### config.mk
export PLATFORM = sky130hd
export DESIGN_NAME = q4_k_block_dequantizer_core
export DESIGN_NICKNAME = d
export VERILOG_FILES = /design/src/sv/q4kd_pkg.sv /design/src/sv/q4_k_block_dequantizer_core.sv /design/src/sv/q4kd_ctrl.sv /design/src/sv/q4kd_dp.sv
export SDC_FILE = /design/constraint.sdc
export NUM_CORES = 2
export LEC_CHECK = 0
export BUFFER_PORTS_ARGS = -buffer_cell sky130_fd_sc_hd__buf_2
export CAP_MARGIN = 20
export CORE_ASPECT_RATIO = 1.1
export CORE_MARGIN = 8
export CORE_UTILIZATION = 43
export CTS_CLUSTER_SIZE = 28
export DETAILED_ROUTE_END_ITERATION = 6
export SYNTH_ARGS = -nofsm -noshare
export SYNTH_HDL_FRONTEND = slang
export SYNTH_HIERARCHICAL = 1
export SYNTH_SLANG_ARGS = --single-unit
### constraint.sdc
create_clock -name clk -period 7.8 [get_ports clk]
set_input_delay 1.17 -clock clk [delete_from_list [all_inputs] [get_ports clk]]
set_output_delay 1.17 -clock clk [all_outputs]
set_load 0.03 [all_outputs]
### src/sv/q4kd_pkg.sv
// ----------------------------------------------------------------------------
// q4kd_pkg
// shared types and constants of the q4_k block dequantizer
// ----------------------------------------------------------------------------
`default_nettype none
package q4kd_pkg;

	// item kinds on the input tuser
	localparam logic KIND_HEADER = 1'b0;
	localparam logic KIND_DATA   = 1'b1;

	// unpacking masks
	localparam logic [7:0] MASK_SIX  = 8'h3F;
	localparam logic [7:0] MASK_TWO  = 8'h03;
	localparam logic [7:0] MASK_NIB  = 8'h0F;

	// float32 codes
	localparam logic [31:0] QNAN_BITS = 32'h7FC0_0000;
	localparam logic [30:0] INF_BITS  = 31'h7F80_0000;

	// aligned magnitude width: 21-bit product shifted by up to 29
	localparam int MAG_W = 50;
	localparam int POS_W = 6;

	// controller to datapath commands
	typedef struct packed {
		logic load_hdr;
		logic load_data;
		logic st_mul;
		logic st_prod;
		logic st_align;
		logic st_scan;
		logic ld_out;
	} cmd_t;

endpackage
`default_nettype wire

### src/sv/q4_k_block_dequantizer_core.sv
// ----------------------------------------------------------------------------
// q4_k_block_dequantizer_core
// streaming dequantizer for 4-bit k-quant weight blocks
// ----------------------------------------------------------------------------
// A header beat (tuser 0) loads the block's fp16 scale and min multipliers and
// unpacks its 12 scale bytes into eight 6-bit group scales and mins; it gives
// no output and restarts the block position. Each data beat (tuser 1) carries
// one byte of two 4-bit codes and yields one output beat with two float32
// values d*scale*q - dmin*min, exact products and one round-to-nearest-even;
// any nan comes out as 0x7FC00000. A data beat closes the input until the
// sequencer has walked it through group multiply, code multiply, aligned
// subtract, leading one scan and rounding and loaded the output register. The
// output register lets a finished beat wait on m_tready while the next input
// is accepted. tlast marks the last byte of a block; after it the position
// wraps and the last header is reused.
// ----------------------------------------------------------------------------
`default_nettype none
module q4_k_block_dequantizer_core #(
	parameter int BLOCK_VALUES = 256
) (
	input  wire logic         clk,
	input  wire logic         arst_n,
	// input stream
	input  wire logic         s_tvalid,
	output logic              s_tready,
	input  wire logic         s_tuser,   // kind
	// half_scale[15:0], half_min[31:16], scale_bytes_low[79:32],
	// scale_bytes_high[127:80], packed_byte[135:128]
	input  wire logic [135:0] s_tdata,
	// output stream
	output logic              m_tvalid,
	input  wire logic         m_tready,
	// low_value[31:0], high_value[63:32], value_index[71:64]
	output logic [71:0]       m_tdata,
	output logic              m_tlast    // block_end
);

	localparam int VI_W = $clog2(BLOCK_VALUES);

	q4kd_pkg::cmd_t  cmd;
	logic [31:0]     low_value, high_value;
	logic [VI_W-1:0] value_index;

	// sequencer
	q4kd_ctrl u_ctrl (
		.clk       (clk),
		.arst_n    (arst_n),
		.in_valid  (s_tvalid),
		.in_kind   (s_tuser),
		.in_ready  (s_tready),
		.out_ready (m_tready),
		.out_valid (m_tvalid),
		.cmd       (cmd)
	);

	// arithmetic and header store
	q4kd_dp #(
		.BLOCK_VALUES(BLOCK_VALUES)
	) u_dp (
		.clk              (clk),
		.arst_n           (arst_n),
		.cmd              (cmd),
		.half_scale       (s_tdata[15:0]),
		.half_min         (s_tdata[31:16]),
		.scale_bytes_low  (s_tdata[79:32]),
		.scale_bytes_high (s_tdata[127:80]),
		.packed_byte      (s_tdata[135:128]),
		.low_value        (low_value),
		.high_value       (high_value),
		.value_index      (value_index),
		.block_end        (m_tlast)
	);

	// pack the output beat
	assign m_tdata = {8'(value_index), high_value, low_value};

endmodule
`default_nettype wire

### src/sv/q4kd_ctrl.sv
// ----------------------------------------------------------------------------
// q4kd_ctrl
// sequencer: accepts beats and steps the datapath through its stages
// ----------------------------------------------------------------------------
`default_nettype none
module q4kd_ctrl (
	input  wire logic          clk,
	input  wire logic          arst_n,
	input  wire logic          in_valid,
	input  wire logic          in_kind,
	output logic               in_ready,
	input  wire logic          out_ready,
	output logic               out_valid,
	output q4kd_pkg::cmd_t     cmd
);

	typedef enum logic [2:0] {
		ST_IDLE, ST_MUL, ST_PROD, ST_ALIGN, ST_SCAN, ST_ROUND
	} state_t;

	state_t state_q;
	logic   out_valid_q;
	logic   take;
	logic   ld;

	assign in_ready  = (state_q == ST_IDLE);
	assign out_valid = out_valid_q;
	assign take      = in_valid && in_ready;
	assign ld        = (state_q == ST_ROUND) && (!out_valid_q || out_ready);

	always_comb begin
		cmd           = '0;
		cmd.load_hdr  = take && (in_kind == q4kd_pkg::KIND_HEADER);
		cmd.load_data = take && (in_kind == q4kd_pkg::KIND_DATA);
		cmd.st_mul    = (state_q == ST_MUL);
		cmd.st_prod   = (state_q == ST_PROD);
		cmd.st_align  = (state_q == ST_ALIGN);
		cmd.st_scan   = (state_q == ST_SCAN);
		cmd.ld_out    = ld;
	end

	always_ff @(posedge clk or negedge arst_n) begin
		if (!arst_n) begin
			state_q     <= ST_IDLE;
			out_valid_q <= 1'b0;
		end else begin
			if (ld) out_valid_q <= 1'b1;
			else if (out_ready) out_valid_q <= 1'b0;
			unique case (state_q)
				ST_IDLE: begin
					if (take && in_kind == q4kd_pkg::KIND_DATA) state_q <= ST_MUL;
				end
				ST_MUL:   state_q <= ST_PROD;
				ST_PROD:  state_q <= ST_ALIGN;
				ST_ALIGN: state_q <= ST_SCAN;
				ST_SCAN:  state_q <= ST_ROUND;
				ST_ROUND: begin
					if (ld) state_q <= ST_IDLE;
				end
				default: state_q <= ST_IDLE;
			endcase
		end
	end

endmodule
`default_nettype wire

### src/sv/q4kd_dp.sv
// ----------------------------------------------------------------------------
// q4kd_dp
// datapath: header store, exact products, aligned subtract, rounding
// ----------------------------------------------------------------------------
`default_nettype none
module q4kd_dp #(
	parameter int BLOCK_VALUES = 256
) (
	input  wire logic                              clk,
	input  wire logic                              arst_n,
	input  wire q4kd_pkg::cmd_t                    cmd,
	input  wire logic [15:0]                       half_scale,
	input  wire logic [15:0]                       half_min,
	input  wire logic [47:0]                       scale_bytes_low,
	input  wire logic [47:0]                       scale_bytes_high,
	input  wire logic [7:0]                        packed_byte,
	output logic [31:0]                            low_value,
	output logic [31:0]                            high_value,
	output logic [$clog2(BLOCK_VALUES)-1:0]        value_index,
	output logic                                   block_end
);

	localparam int BP_W = $clog2(BLOCK_VALUES / 2);
	localparam int VI_W = $clog2(BLOCK_VALUES);
	localparam int G_W  = BP_W - 4;
	localparam logic [BP_W-1:0] LAST_POS = BP_W'(BLOCK_VALUES / 2 - 1);
	localparam int MW   = q4kd_pkg::MAG_W;
	localparam int PW   = q4kd_pkg::POS_W;

	// header state
	logic [15:0]     hsc_q, hmn_q;
	logic [5:0]      gsc_q [8];
	logic [5:0]      gmn_q [8];
	logic [BP_W-1:0] pos_q;
	logic [7:0]      sc [12];

	// captured data beat
	logic [7:0]      pb_q;
	logic [G_W-1:0]  grp_q;
	logic [VI_W-1:0] idx_q;
	logic            last_q;

	always_comb begin
		for (int i = 0; i < 6; i++) begin
			sc[i]     = scale_bytes_low[8*i +: 8];
			sc[i + 6] = scale_bytes_high[8*i +: 8];
		end
	end

	always_ff @(posedge clk or negedge arst_n) begin
		if (!arst_n) begin
			hsc_q <= '0;
			hmn_q <= '0;
			pos_q <= '0;
			for (int i = 0; i < 8; i++) begin
				gsc_q[i] <= '0;
				gmn_q[i] <= '0;
			end
		end else if (cmd.load_hdr) begin
			hsc_q <= half_scale;
			hmn_q <= half_min;
			pos_q <= '0;
			for (int i = 0; i < 4; i++) begin
				gsc_q[i]     <= 6'(sc[i] & q4kd_pkg::MASK_SIX);
				gsc_q[i + 4] <= {4'(sc[i + 4] & q4kd_pkg::MASK_NIB),
					2'((sc[i] >> 6) & q4kd_pkg::MASK_TWO)};
				gmn_q[i]     <= 6'(sc[i + 8] & q4kd_pkg::MASK_SIX);
				gmn_q[i + 4] <= {4'(sc[i + 4] >> 4),
					2'((sc[i + 8] >> 6) & q4kd_pkg::MASK_TWO)};
			end
		end else if (cmd.load_data) begin
			pos_q <= (pos_q == LAST_POS) ? '0 : pos_q + 1'b1;
		end
	end

	always_ff @(posedge clk) begin
		if (cmd.load_data) begin
			pb_q   <= packed_byte;
			grp_q  <= pos_q[BP_W-1:4];
			idx_q  <= VI_W'({pos_q, 1'b0});
			last_q <= (pos_q == LAST_POS);
		end
	end

	// stage 1: decode halves, group multiplier products
	logic [10:0]       md, mm;
	logic signed [5:0] ed, em;
	logic [16:0]       gs_s1, gm_s1;
	logic signed [5:0] ed_s1, em_s1;
	logic              sd_s1, sm_s1, dinf_s1, dnan_s1, minf_s1, mnan_s1;
	logic [3:0]        q_s1 [2];

	always_comb begin
		md = {hsc_q[14:10] != 5'd0, hsc_q[9:0]};
		mm = {hmn_q[14:10] != 5'd0, hmn_q[9:0]};
		ed = 6'($signed({2'b0, (hsc_q[14:10] == 5'd0) ? 5'd1 : hsc_q[14:10]}) - 7'sd25);
		em = 6'($signed({2'b0, (hmn_q[14:10] == 5'd0) ? 5'd1 : hmn_q[14:10]}) - 7'sd25);
	end

	always_ff @(posedge clk) begin
		if (cmd.st_mul) begin
			gs_s1   <= md * gsc_q[grp_q];
			gm_s1   <= mm * gmn_q[grp_q];
			ed_s1   <= ed;
			em_s1   <= em;
			sd_s1   <= hsc_q[15];
			sm_s1   <= hmn_q[15];
			dinf_s1 <= (hsc_q[14:10] == 5'h1F) && (hsc_q[9:0] == '0);
			dnan_s1 <= (hsc_q[14:10] == 5'h1F) && (hsc_q[9:0] != '0);
			minf_s1 <= (hmn_q[14:10] == 5'h1F) && (hmn_q[9:0] == '0);
			mnan_s1 <= (hmn_q[14:10] == 5'h1F) && (hmn_q[9:0] != '0);
			q_s1[0] <= pb_q[3:0];
			q_s1[1] <= pb_q[7:4];
		end
	end

	// stage 2: code products and alignment amounts
	logic [20:0]       a_s2 [2];
	logic [16:0]       b_s2;
	logic [4:0]        sha_s2, shb_s2;
	logic signed [5:0] emin_s2;
	logic              sd_s2, sm_s2, dinf_s2, dnan_s2, minf_s2, mnan_s2;

	always_ff @(posedge clk) begin
		if (cmd.st_prod) begin
			a_s2[0] <= gs_s1 * q_s1[0];
			a_s2[1] <= gs_s1 * q_s1[1];
			b_s2    <= gm_s1;
			if (ed_s1 >= em_s1) begin
				sha_s2  <= 5'(ed_s1 - em_s1);
				shb_s2  <= '0;
				emin_s2 <= em_s1;
			end else begin
				sha_s2  <= '0;
				shb_s2  <= 5'(em_s1 - ed_s1);
				emin_s2 <= ed_s1;
			end
			sd_s2   <= sd_s1;
			sm_s2   <= sm_s1;
			dinf_s2 <= dinf_s1;
			dnan_s2 <= dnan_s1;
			minf_s2 <= minf_s1;
			mnan_s2 <= mnan_s1;
		end
	end

	// stage 3: exact signed difference, special values
	logic [MW-1:0]     bb;
	logic [MW-1:0]     aa [2];
	logic signed [MW+1:0] ta [2];
	logic signed [MW+1:0] tb;
	logic signed [MW+1:0] rr [2];
	logic signed [MW+1:0] nr [2];
	logic [MW-1:0]     mag_s3 [2];
	logic              neg_s3 [2], zs_s3 [2], spec_s3 [2];
	logic [31:0]       specv_s3 [2];
	logic signed [5:0] emin_s3;
	logic              anan [2], ainf [2];
	logic              bnan, binf;

	always_comb begin
		bb = MW'(b_s2) << shb_s2;
		tb = sm_s2 ? -$signed({2'b0, bb}) : $signed({2'b0, bb});
		bnan = mnan_s2 || (minf_s2 && b_s2 == '0);
		binf = minf_s2 && b_s2 != '0;
		for (int l = 0; l < 2; l++) begin
			aa[l] = MW'(a_s2[l]) << sha_s2;
			ta[l] = sd_s2 ? -$signed({2'b0, aa[l]}) : $signed({2'b0, aa[l]});
			rr[l] = ta[l] - tb;
			nr[l] = -rr[l];
			anan[l] = dnan_s2 || (dinf_s2 && a_s2[l] == '0);
			ainf[l] = dinf_s2 && a_s2[l] != '0;
		end
	end

	always_ff @(posedge clk) begin
		if (cmd.st_align) begin
			emin_s3 <= emin_s2;
			for (int l = 0; l < 2; l++) begin
				neg_s3[l] <= rr[l][MW+1];
				mag_s3[l] <= rr[l][MW+1] ? nr[l][MW-1:0] : rr[l][MW-1:0];
				zs_s3[l]  <= (a_s2[l] == '0) && (b_s2 == '0) && sd_s2 && !sm_s2;
				spec_s3[l] <= anan[l] || bnan || ainf[l] || binf;
				if (anan[l] || bnan || (ainf[l] && binf && sd_s2 == sm_s2))
					specv_s3[l] <= q4kd_pkg::QNAN_BITS;
				else if (ainf[l])
					specv_s3[l] <= {sd_s2, q4kd_pkg::INF_BITS};
				else
					specv_s3[l] <= {!sm_s2, q4kd_pkg::INF_BITS};
			end
		end
	end

	// stage 4: leading one position
	logic [PW-1:0]     p_c [2];
	logic [PW-1:0]     p_s4 [2];
	logic [MW-1:0]     mag_s4 [2];
	logic              neg_s4 [2], zs_s4 [2], spec_s4 [2];
	logic [31:0]       specv_s4 [2];
	logic signed [5:0] emin_s4;

	always_comb begin
		for (int l = 0; l < 2; l++) begin
			p_c[l] = '0;
			for (int k = 0; k < MW; k++)
				if (mag_s3[l][k]) p_c[l] = PW'(k);
		end
	end

	always_ff @(posedge clk) begin
		if (cmd.st_scan) begin
			emin_s4 <= emin_s3;
			for (int l = 0; l < 2; l++) begin
				p_s4[l]     <= p_c[l];
				mag_s4[l]   <= mag_s3[l];
				neg_s4[l]   <= neg_s3[l];
				zs_s4[l]    <= zs_s3[l];
				spec_s4[l]  <= spec_s3[l];
				specv_s4[l] <= specv_s3[l];
			end
		end
	end

	// round to nearest even and pack
	logic [31:0]       res [2];
	logic [23:0]       kept [2];
	logic [MW-1:0]     sh_up [2], sh_dn [2], sh_g [2];
	logic              guard [2], sticky [2], rnd [2];
	logic signed [9:0] ef [2];
	logic [30:0]       body [2];

	always_comb begin
		for (int l = 0; l < 2; l++) begin
			ef[l]    = $signed({4'b0, p_s4[l]}) + 10'(emin_s4) + 10'sd127;
			sh_up[l] = mag_s4[l] << (PW'(23) - p_s4[l]);
			sh_dn[l] = mag_s4[l] >> (p_s4[l] - PW'(23));
			sh_g[l]  = mag_s4[l] >> (p_s4[l] - PW'(24));
			if (p_s4[l] <= PW'(23)) begin
				kept[l]   = sh_up[l][23:0];
				guard[l]  = 1'b0;
				sticky[l] = 1'b0;
			end else begin
				kept[l]   = sh_dn[l][23:0];
				guard[l]  = sh_g[l][0];
				sticky[l] = (mag_s4[l] & ((MW'(1) << (p_s4[l] - PW'(24))) - MW'(1))) != '0;
			end
			rnd[l]  = guard[l] && (sticky[l] || kept[l][0]);
			body[l] = {ef[l][7:0], kept[l][22:0]} + 31'(rnd[l]);
			if (spec_s4[l])
				res[l] = specv_s4[l];
			else if (mag_s4[l] == '0)
				res[l] = {zs_s4[l], 31'b0};
			else
				res[l] = {neg_s4[l], body[l]};
		end
	end

	always_ff @(posedge clk) begin
		if (cmd.ld_out) begin
			low_value   <= res[0];
			high_value  <= res[1];
			value_index <= idx_q;
			block_end   <= last_q;
		end
	end

endmodule
`default_nettype wire

== Word level (Yosys, flattened, before mapping) ==
Memories as Yosys holds them, arrays and structs flattened.
Index checks and enable logic that the tools add are counted.

* Memories: 13
* Logic and storage cells: 356
* Bits in latches: 0
* Output and inout bits: 75
* Flip-flop bits (word level): 333
* Bits in writable memories: 342
* Input bits: 141
* ROM bits: 0

{| class="wikitable"
|+ Memory list
! name !! depth !! bits a word !! rd ports !! clocked after Yosys merged registers in !! write ports !! RTL line !! RTL
|-
| u_dp.mag_s3 || 2 || 50 || 2 || 0 || 2 || q4kd_dp.sv:154 || <nowiki>logic [MW-1:0] mag_s3 [2];</nowiki>
|-
| u_dp.mag_s4 || 2 || 50 || 2 || 0 || 2 || q4kd_dp.sv:197 || <nowiki>logic [MW-1:0] mag_s4 [2];</nowiki>
|-
| u_dp.specv_s4 || 2 || 32 || 2 || 0 || 2 || q4kd_dp.sv:199 || <nowiki>logic [31:0] specv_s4 [2];</nowiki>
|-
| u_dp.a_s2 || 2 || 21 || 2 || 0 || 2 || q4kd_dp.sv:118 || <nowiki>logic [20:0] a_s2 [2];</nowiki>
|-
| u_dp.p_s4 || 2 || 6 || 2 || 0 || 2 || q4kd_dp.sv:196 || <nowiki>logic [PW-1:0] p_s4 [2];</nowiki>
|-
| u_dp.q_s1 || 2 || 4 || 2 || 0 || 2 || q4kd_dp.sv:91 || <nowiki>logic [3:0] q_s1 [2];</nowiki>
|-
| 7 more memories || -- || -- || -- || -- || -- || -- ||
|}

* Div/mod/pow operators: 0
* Multiplexer cells: 164
* Bitwise gates (word level): 8
* Reductions and logical operators: 64
* Multipliers: 4
* Eq/ne operators: 11
* $add $sub $neg: 26
* Magnitude comparators: 4
* Shift operators: 11

{| class="wikitable"
|+ Operators by type and width
! kind !! number
|-
| 2-to-1 mux 6 bit || 41
|-
| 2-to-1 mux 5 bit || 34
|-
| 2-to-1 mux 52 bit || 3
|-
| negator 50 -> 52 bit || 3
|-
| 2-to-1 mux 32 bit || 4
|-
| subtractor 52 bit || 2
|-
| AND 50 bit || 2
|-
| zero test 50 bit || 2
|-
| 2-to-1 mux 50 bit || 2
|-
| negator 50 bit || 2
|-
| nonzero test 50 bit || 2
|-
| << shifter 1 x 6 -> 50 bit, first input constant || 2
|-
| << shifter 21 x 5 -> 50 bit || 2
|-
| << shifter 50 x 6 -> 23 bit || 2
|-
| >> shifter 50 x 6 -> 1 bit || 2
|-
| >> shifter 50 x 6 -> 23 bit || 2
|-
| subtractor 50 x 1 -> 50 bit, second input constant || 2
|-
| 2-to-1 mux 4 bit || 16
|-
| adder 31 x 1 -> 31 bit || 2
|-
| << shifter 17 x 5 -> 50 bit || 1
|-
| 2-to-1 mux 23 bit || 2
|-
| zero test 21 bit || 2
|-
| multiplier 17 x 4 -> 21 bit || 2
|-
| nonzero test 21 bit || 2
|-
| 40 further kinds || 156
|}

== Logic depth before layout (Yosys ltp) ==
An unclocked memory read counts as a cell.

* Word-level depth: 50
* Mapped depth: 32
* Mapped depth without buffers: 26

== Cells and area by module ==
The synthesis kept the hierarchy.

{| class="wikitable"
|+ Modules (own cells, without submodules)
! module !! cells an instance !! area an instance (um2) !! sequential area each (um2) !! times used
|-
| q4kd_dp || 6580 || 61660.4 || 17571.9 || 1
|-
| q4kd_ctrl || 26 || 251.5 || 100.1 || 1
|}

== Least setup slack after synthesis ==
Ideal clock, no wire load.

* Path kind: register to register
* Start: register u_dp.sha_s2[2]
* End: memory u_dp/mag_s3[0][33] in the netlist's numbering, data pin
* Clock period less this slack: 6.940 ns
* Arrival: 6.674 ns
* Required time: 7.534 ns
* Path buffers: 6
* Stages on the path, launching flop included: 29
* Library setup time: 0.266 ns
* Path slack: 0.860 ns
* Path through: edfxtp_1 > buf_6 > buf_6 > buf_6 > mux2_4 > a222oi_1 > inv_2 > o21ai_2 > nand2_1 > or4_1 > or2_2 > o41ai_1 > xor2_1 > ha_1 > clkbuf_1 > and4_1 > and2_1 > clkbuf_1 > a32o_1 > a311oi_1 > o21ai_0 > a41oi_1 > o31a_1 > o21ai_0 > a31o_2 > xor2_1 > buf_2 > a31oi_1 > xor2_1

{| class="wikitable"
|+ RTL lines
! what !! RTL line !! RTL
|-
| from (decl) || q4kd_dp.sv:120 || <nowiki>logic [4:0] sha_s2, shb_s2;</nowiki>
|-
| from (signal assigned) || q4kd_dp.sv:130 || <nowiki>sha_s2 <= 5'(ed_s1 - em_s1);</nowiki>
|-
| to (decl) || q4kd_dp.sv:154 ||
|}

==> metrics.cfg <==
[outcome]
status=completed

[timing]
min_period_ns=7.41
clock.fmax_mhz=135
fin_worst_skew_ns=0.0506
final_hold_viol_count=0
tightest_slew_ns=1.06
report.final.setup_viol=0
layout_worst_path_cycle_share_pct=95.0
maxSlewViolCount=0
tightest_slew_margin_relative_to_the_limit_pct=28.8

[worst_setup_path]
critPathArrivalTime_ns=7.81
timing.reg2reg.setup_slack_ns=0.39
critPathCapture=u_dp/mag_s3[0][99]$_DFFE_PP_
startpoint_of_the_most_critical_setup_path=u_dp/shb_s2[0]$_SDFFCE_PN0P_
criticalPathCategory=register to register
critical_path.startpoint_type=register
reg2reg_to=u_dp/mag_s3[0][99]$_DFFE_PP_
cp_data_required_time_ns=8.20
r2r.worst_path.cells=24
r2r-start=u_dp/shb_s2[0]$_SDFFCE_PN0P_
worst-path-max-fanout=39
crit_path_end_kind=register

[layout]
final_core_utilization_pct=47.5
share_of_layout_cells_above_drive_strength_1_pct=17.9
area_growth_pct=9.99
layout.cell_area.non_filler_sq_mm=0.0681
num-nets-final=7305

[clock_network]
cts_inserted_buffers=69
htreeDepth=3
cts.hold.buffers_added=0
clock_latency_ns=0.68
clock-root-buffer=sky130_fd_sc_hd__clkbuf_16
clk_pin_slew_worst_paths_ns=0.06
cts_sinks=612
cts_tree=done
cts_max_path_buffers=3

[logic_synthesis]
synthTopCellsByCount=sky130_fd_sc_hd__nand2_1 (701), sky130_fd_sc_hd__nor2_1 (515), sky130_fd_sc_hd__edfxtp_1 (472)
synth_largest_type_area_fraction_pct=22.9
synth_cell_type_count=110
syn_nets=7151
yosysSeqAreaShare_pct=28.5
netlist_area_sq_mm=0.0619
syn_avg_cell_area_sq_um=9.37
yosysMostFrequentCell=sky130_fd_sc_hd__nand2_1
synth_cells=6606
synth.yosys.warnings=6
synth.largest_area_cell=sky130_fd_sc_hd__edfxtp_1
dominantRegCellSynth=sky130_fd_sc_hd__edfxtp_1
synth.top_cells.by_area=sky130_fd_sc_hd__edfxtp_1 (23%), sky130_fd_sc_hd__mux4_2 (8.3%), sky130_fd_sc_hd__dfrtp_1 (5.6%)
synth.ff_latch_count=612
synth_enable_flop_cells=472
ys_async_sr_fraction_pct=22.7

[global_route]
grt_pass1_vias=52300
initial_antenna_violation_count=14
gr-total-overflow=0
grt_max_degree=139
gr-usage-all-layers_pct=25.2
grt_first_pass_wirelength_microns=313000

[detailed_routing]
drt-pass1-iter-count=7
drtIter0Drc=4863
vias_per_cell=6.11
wire_per_inst_microns=23.4
dr_total_vias=53400
drc_errors=0
antenna_violating_nets_post_route=0
finalWirelength_microns=204000

[placement]
hpwlAfterDp_microns=161000
io_buffer_count=214
placed_cell_area_sq_mm=0.0657
gp_congestion=1.03

[floorplan]
rows=146
die_h_microns=414
fp.coreArea_sq_mm=0.143
start_util_pct=43.2
design.die.area_sq_mm=0.156
design.portCount=216
floorplan.die.width_microns=378

[min_path]
hold_wc_path_type=register to register

[job]
max_cap_violations=0

## how the worst min path moves through the flow
stage | from | end | slack [ns] | cells past startpoint
2_1_floorplan | u_dp/gm_s1[0]$_DFFE_PP_ | u_dp/b_s2[0]$_DFFE_PP_ | 0.40 | 0
3_3_place_gp | u_dp/pb_q[7]$_DFFE_PP_ | u_dp/q_s1[0][7]$_DFFE_PP_ | 0.40 | 0
3_5_place_dp | u_dp/dnan_s1$_DFFE_PP_ | u_dp/dnan_s2$_DFFE_PP_ | 0.40 | 0
4_1_cts | u_dp/last_q$_DFFE_PP_ | u_dp/block_end$_DFFE_PP_ | 0.41 | 0
5_1_grt | u_dp/last_q$_DFFE_PP_ | u_dp/block_end$_DFFE_PP_ | 0.41 | 0
6_report | u_dp/specv_s3[0][1]$_DFFE_PP_ | u_dp/specv_s4[0][1]$_DFFE_PP_ | 0.41 | 0
## cells in the final DEF (no fill, tap or decap), drive strengths merged, types with 28 or more instances in the layout
master	n
nand2	701
nor2	515
edfxtp	472
buf	454
o21ai	375
a21oi	360
inv	328
xnor2	303
mux2	301
ha	262
mux4	229
mux2i	212
xor2	174
nand3	146
fa	142
dfrtp	139
and2	126
nor3	126
clkbuf	89
nor4	87
a21o	76
a211oi	70
nor2b	68
o31ai	63
nand2b	62
and3	58
nand4	57
or2	57
a31oi	55
o211ai	51
or3	46
o21a	44
o21bai	42
o22ai	39
a22oi	37
clkinv	28
## registers in the layout (all words and copies together) (netlist names), 7 cells and up
signal	cells
u_dp/a_s2	42
u_dp/b_s2	17
u_dp/gm_s1	17
u_dp/gmn_q	48
u_dp/gs_s1	17
u_dp/gsc_q	48
u_dp/high_value	32
u_dp/hmn_q	16
u_dp/hsc_q	16
u_dp/low_value	32
u_dp/mag_s3	100
u_dp/mag_s4	100
u_dp/p_s4	12
u_dp/pb_q	8
u_dp/pos_q	7
u_dp/q_s1	8
u_dp/value_index	7
## per-layer routing
layer	vias to the layer above	GRT usage [%]	share of wire [%]	wire [microns]
met4	10	13.1	6.0	12300
met5	-	0	0.032	65
met1	26000	30.8	40	81500
li1	24800	-	-	-
met3	534	4.23	6.5	13300
met2	2096	42.8	48	97100
## logic make-up (layout without fill, tap and decap cells)
logic type	Yosys count	in the layout	synth area share [%]
other	1	9	0.00606
xor gates and xnor gates	477	477	6.81
DFF	612	612	28.5
adders and majority gates	404	404	9.89
buffers and inverters	698	906	4.66
AOI/OAI and AO/OA	1523	1523	16.1
and+or+nand+nor	2149	2149	16.7
muxes	742	742	17.2
## through the flow
step                hold slack (ns)  cells  TNS [ns]  setup slack, ns
floorplan                     0.400   6606         0            0.860
global placement              0.401   8605         0            0.347
detailed placement            0.405   8606         0            0.255
CTS                           0.413   8731         0            0.205
global route                  0.414   8739   -0.0202         -0.00952
finish                        0.414   8746         0            0.391
## worst max-delay path, stage by stage, from the launching register on
cell	delay [ns]
sky130_fd_sc_hd__edfxtp_1	0.37
sky130_fd_sc_hd__buf_12	0.24
sky130_fd_sc_hd__mux4_2	0.59
sky130_fd_sc_hd__mux4_2	0.52
sky130_fd_sc_hd__a21o_1	0.25
sky130_fd_sc_hd__a311oi_2	0.36
sky130_fd_sc_hd__nand3_1	0.22
sky130_fd_sc_hd__nor3_4	0.35
sky130_fd_sc_hd__nand4b_4	0.21
sky130_fd_sc_hd__nand2b_1	0.23
sky130_fd_sc_hd__o2111ai_1	0.22
sky130_fd_sc_hd__nand2_1	0.37
sky130_fd_sc_hd__ha_1	0.44
sky130_fd_sc_hd__buf_4	0.18
sky130_fd_sc_hd__a21o_1	0.18
sky130_fd_sc_hd__a21oi_1	0.21
sky130_fd_sc_hd__nor3b_1	0.09
sky130_fd_sc_hd__o221ai_1	0.23
sky130_fd_sc_hd__or3b_2	0.47
sky130_fd_sc_hd__o21ai_1	0.26
sky130_fd_sc_hd__o21ai_0	0.17
sky130_fd_sc_hd__a221o_1	0.45
sky130_fd_sc_hd__nor3_1	0.22
sky130_fd_sc_hd__a31oi_1	0.15
sky130_fd_sc_hd__xnor2_1	0.15
## layout make-up
type / instances / area, sq um
inverter: 326 / 1220
timing repair buffer: 455 / 3000
fill: 13700 / 75300
sequential: 612 / 17700
tap: 1924 / 2410
clock inverter: 37 / 358
multi-input combinational: 5296 / 41500
antenna: 8 / 20.0
clock buffer: 88 / 1870
## timing repair
action / CTS / global route
endpoints found under the setup margin: 0 / 98
buffers inserted: 0 / 4
resized for setup: 0 / 17
Power is left out: the tool's default activity adds up to more than one toggle a clock period on the data nets, which glitch-free logic cannot reach.
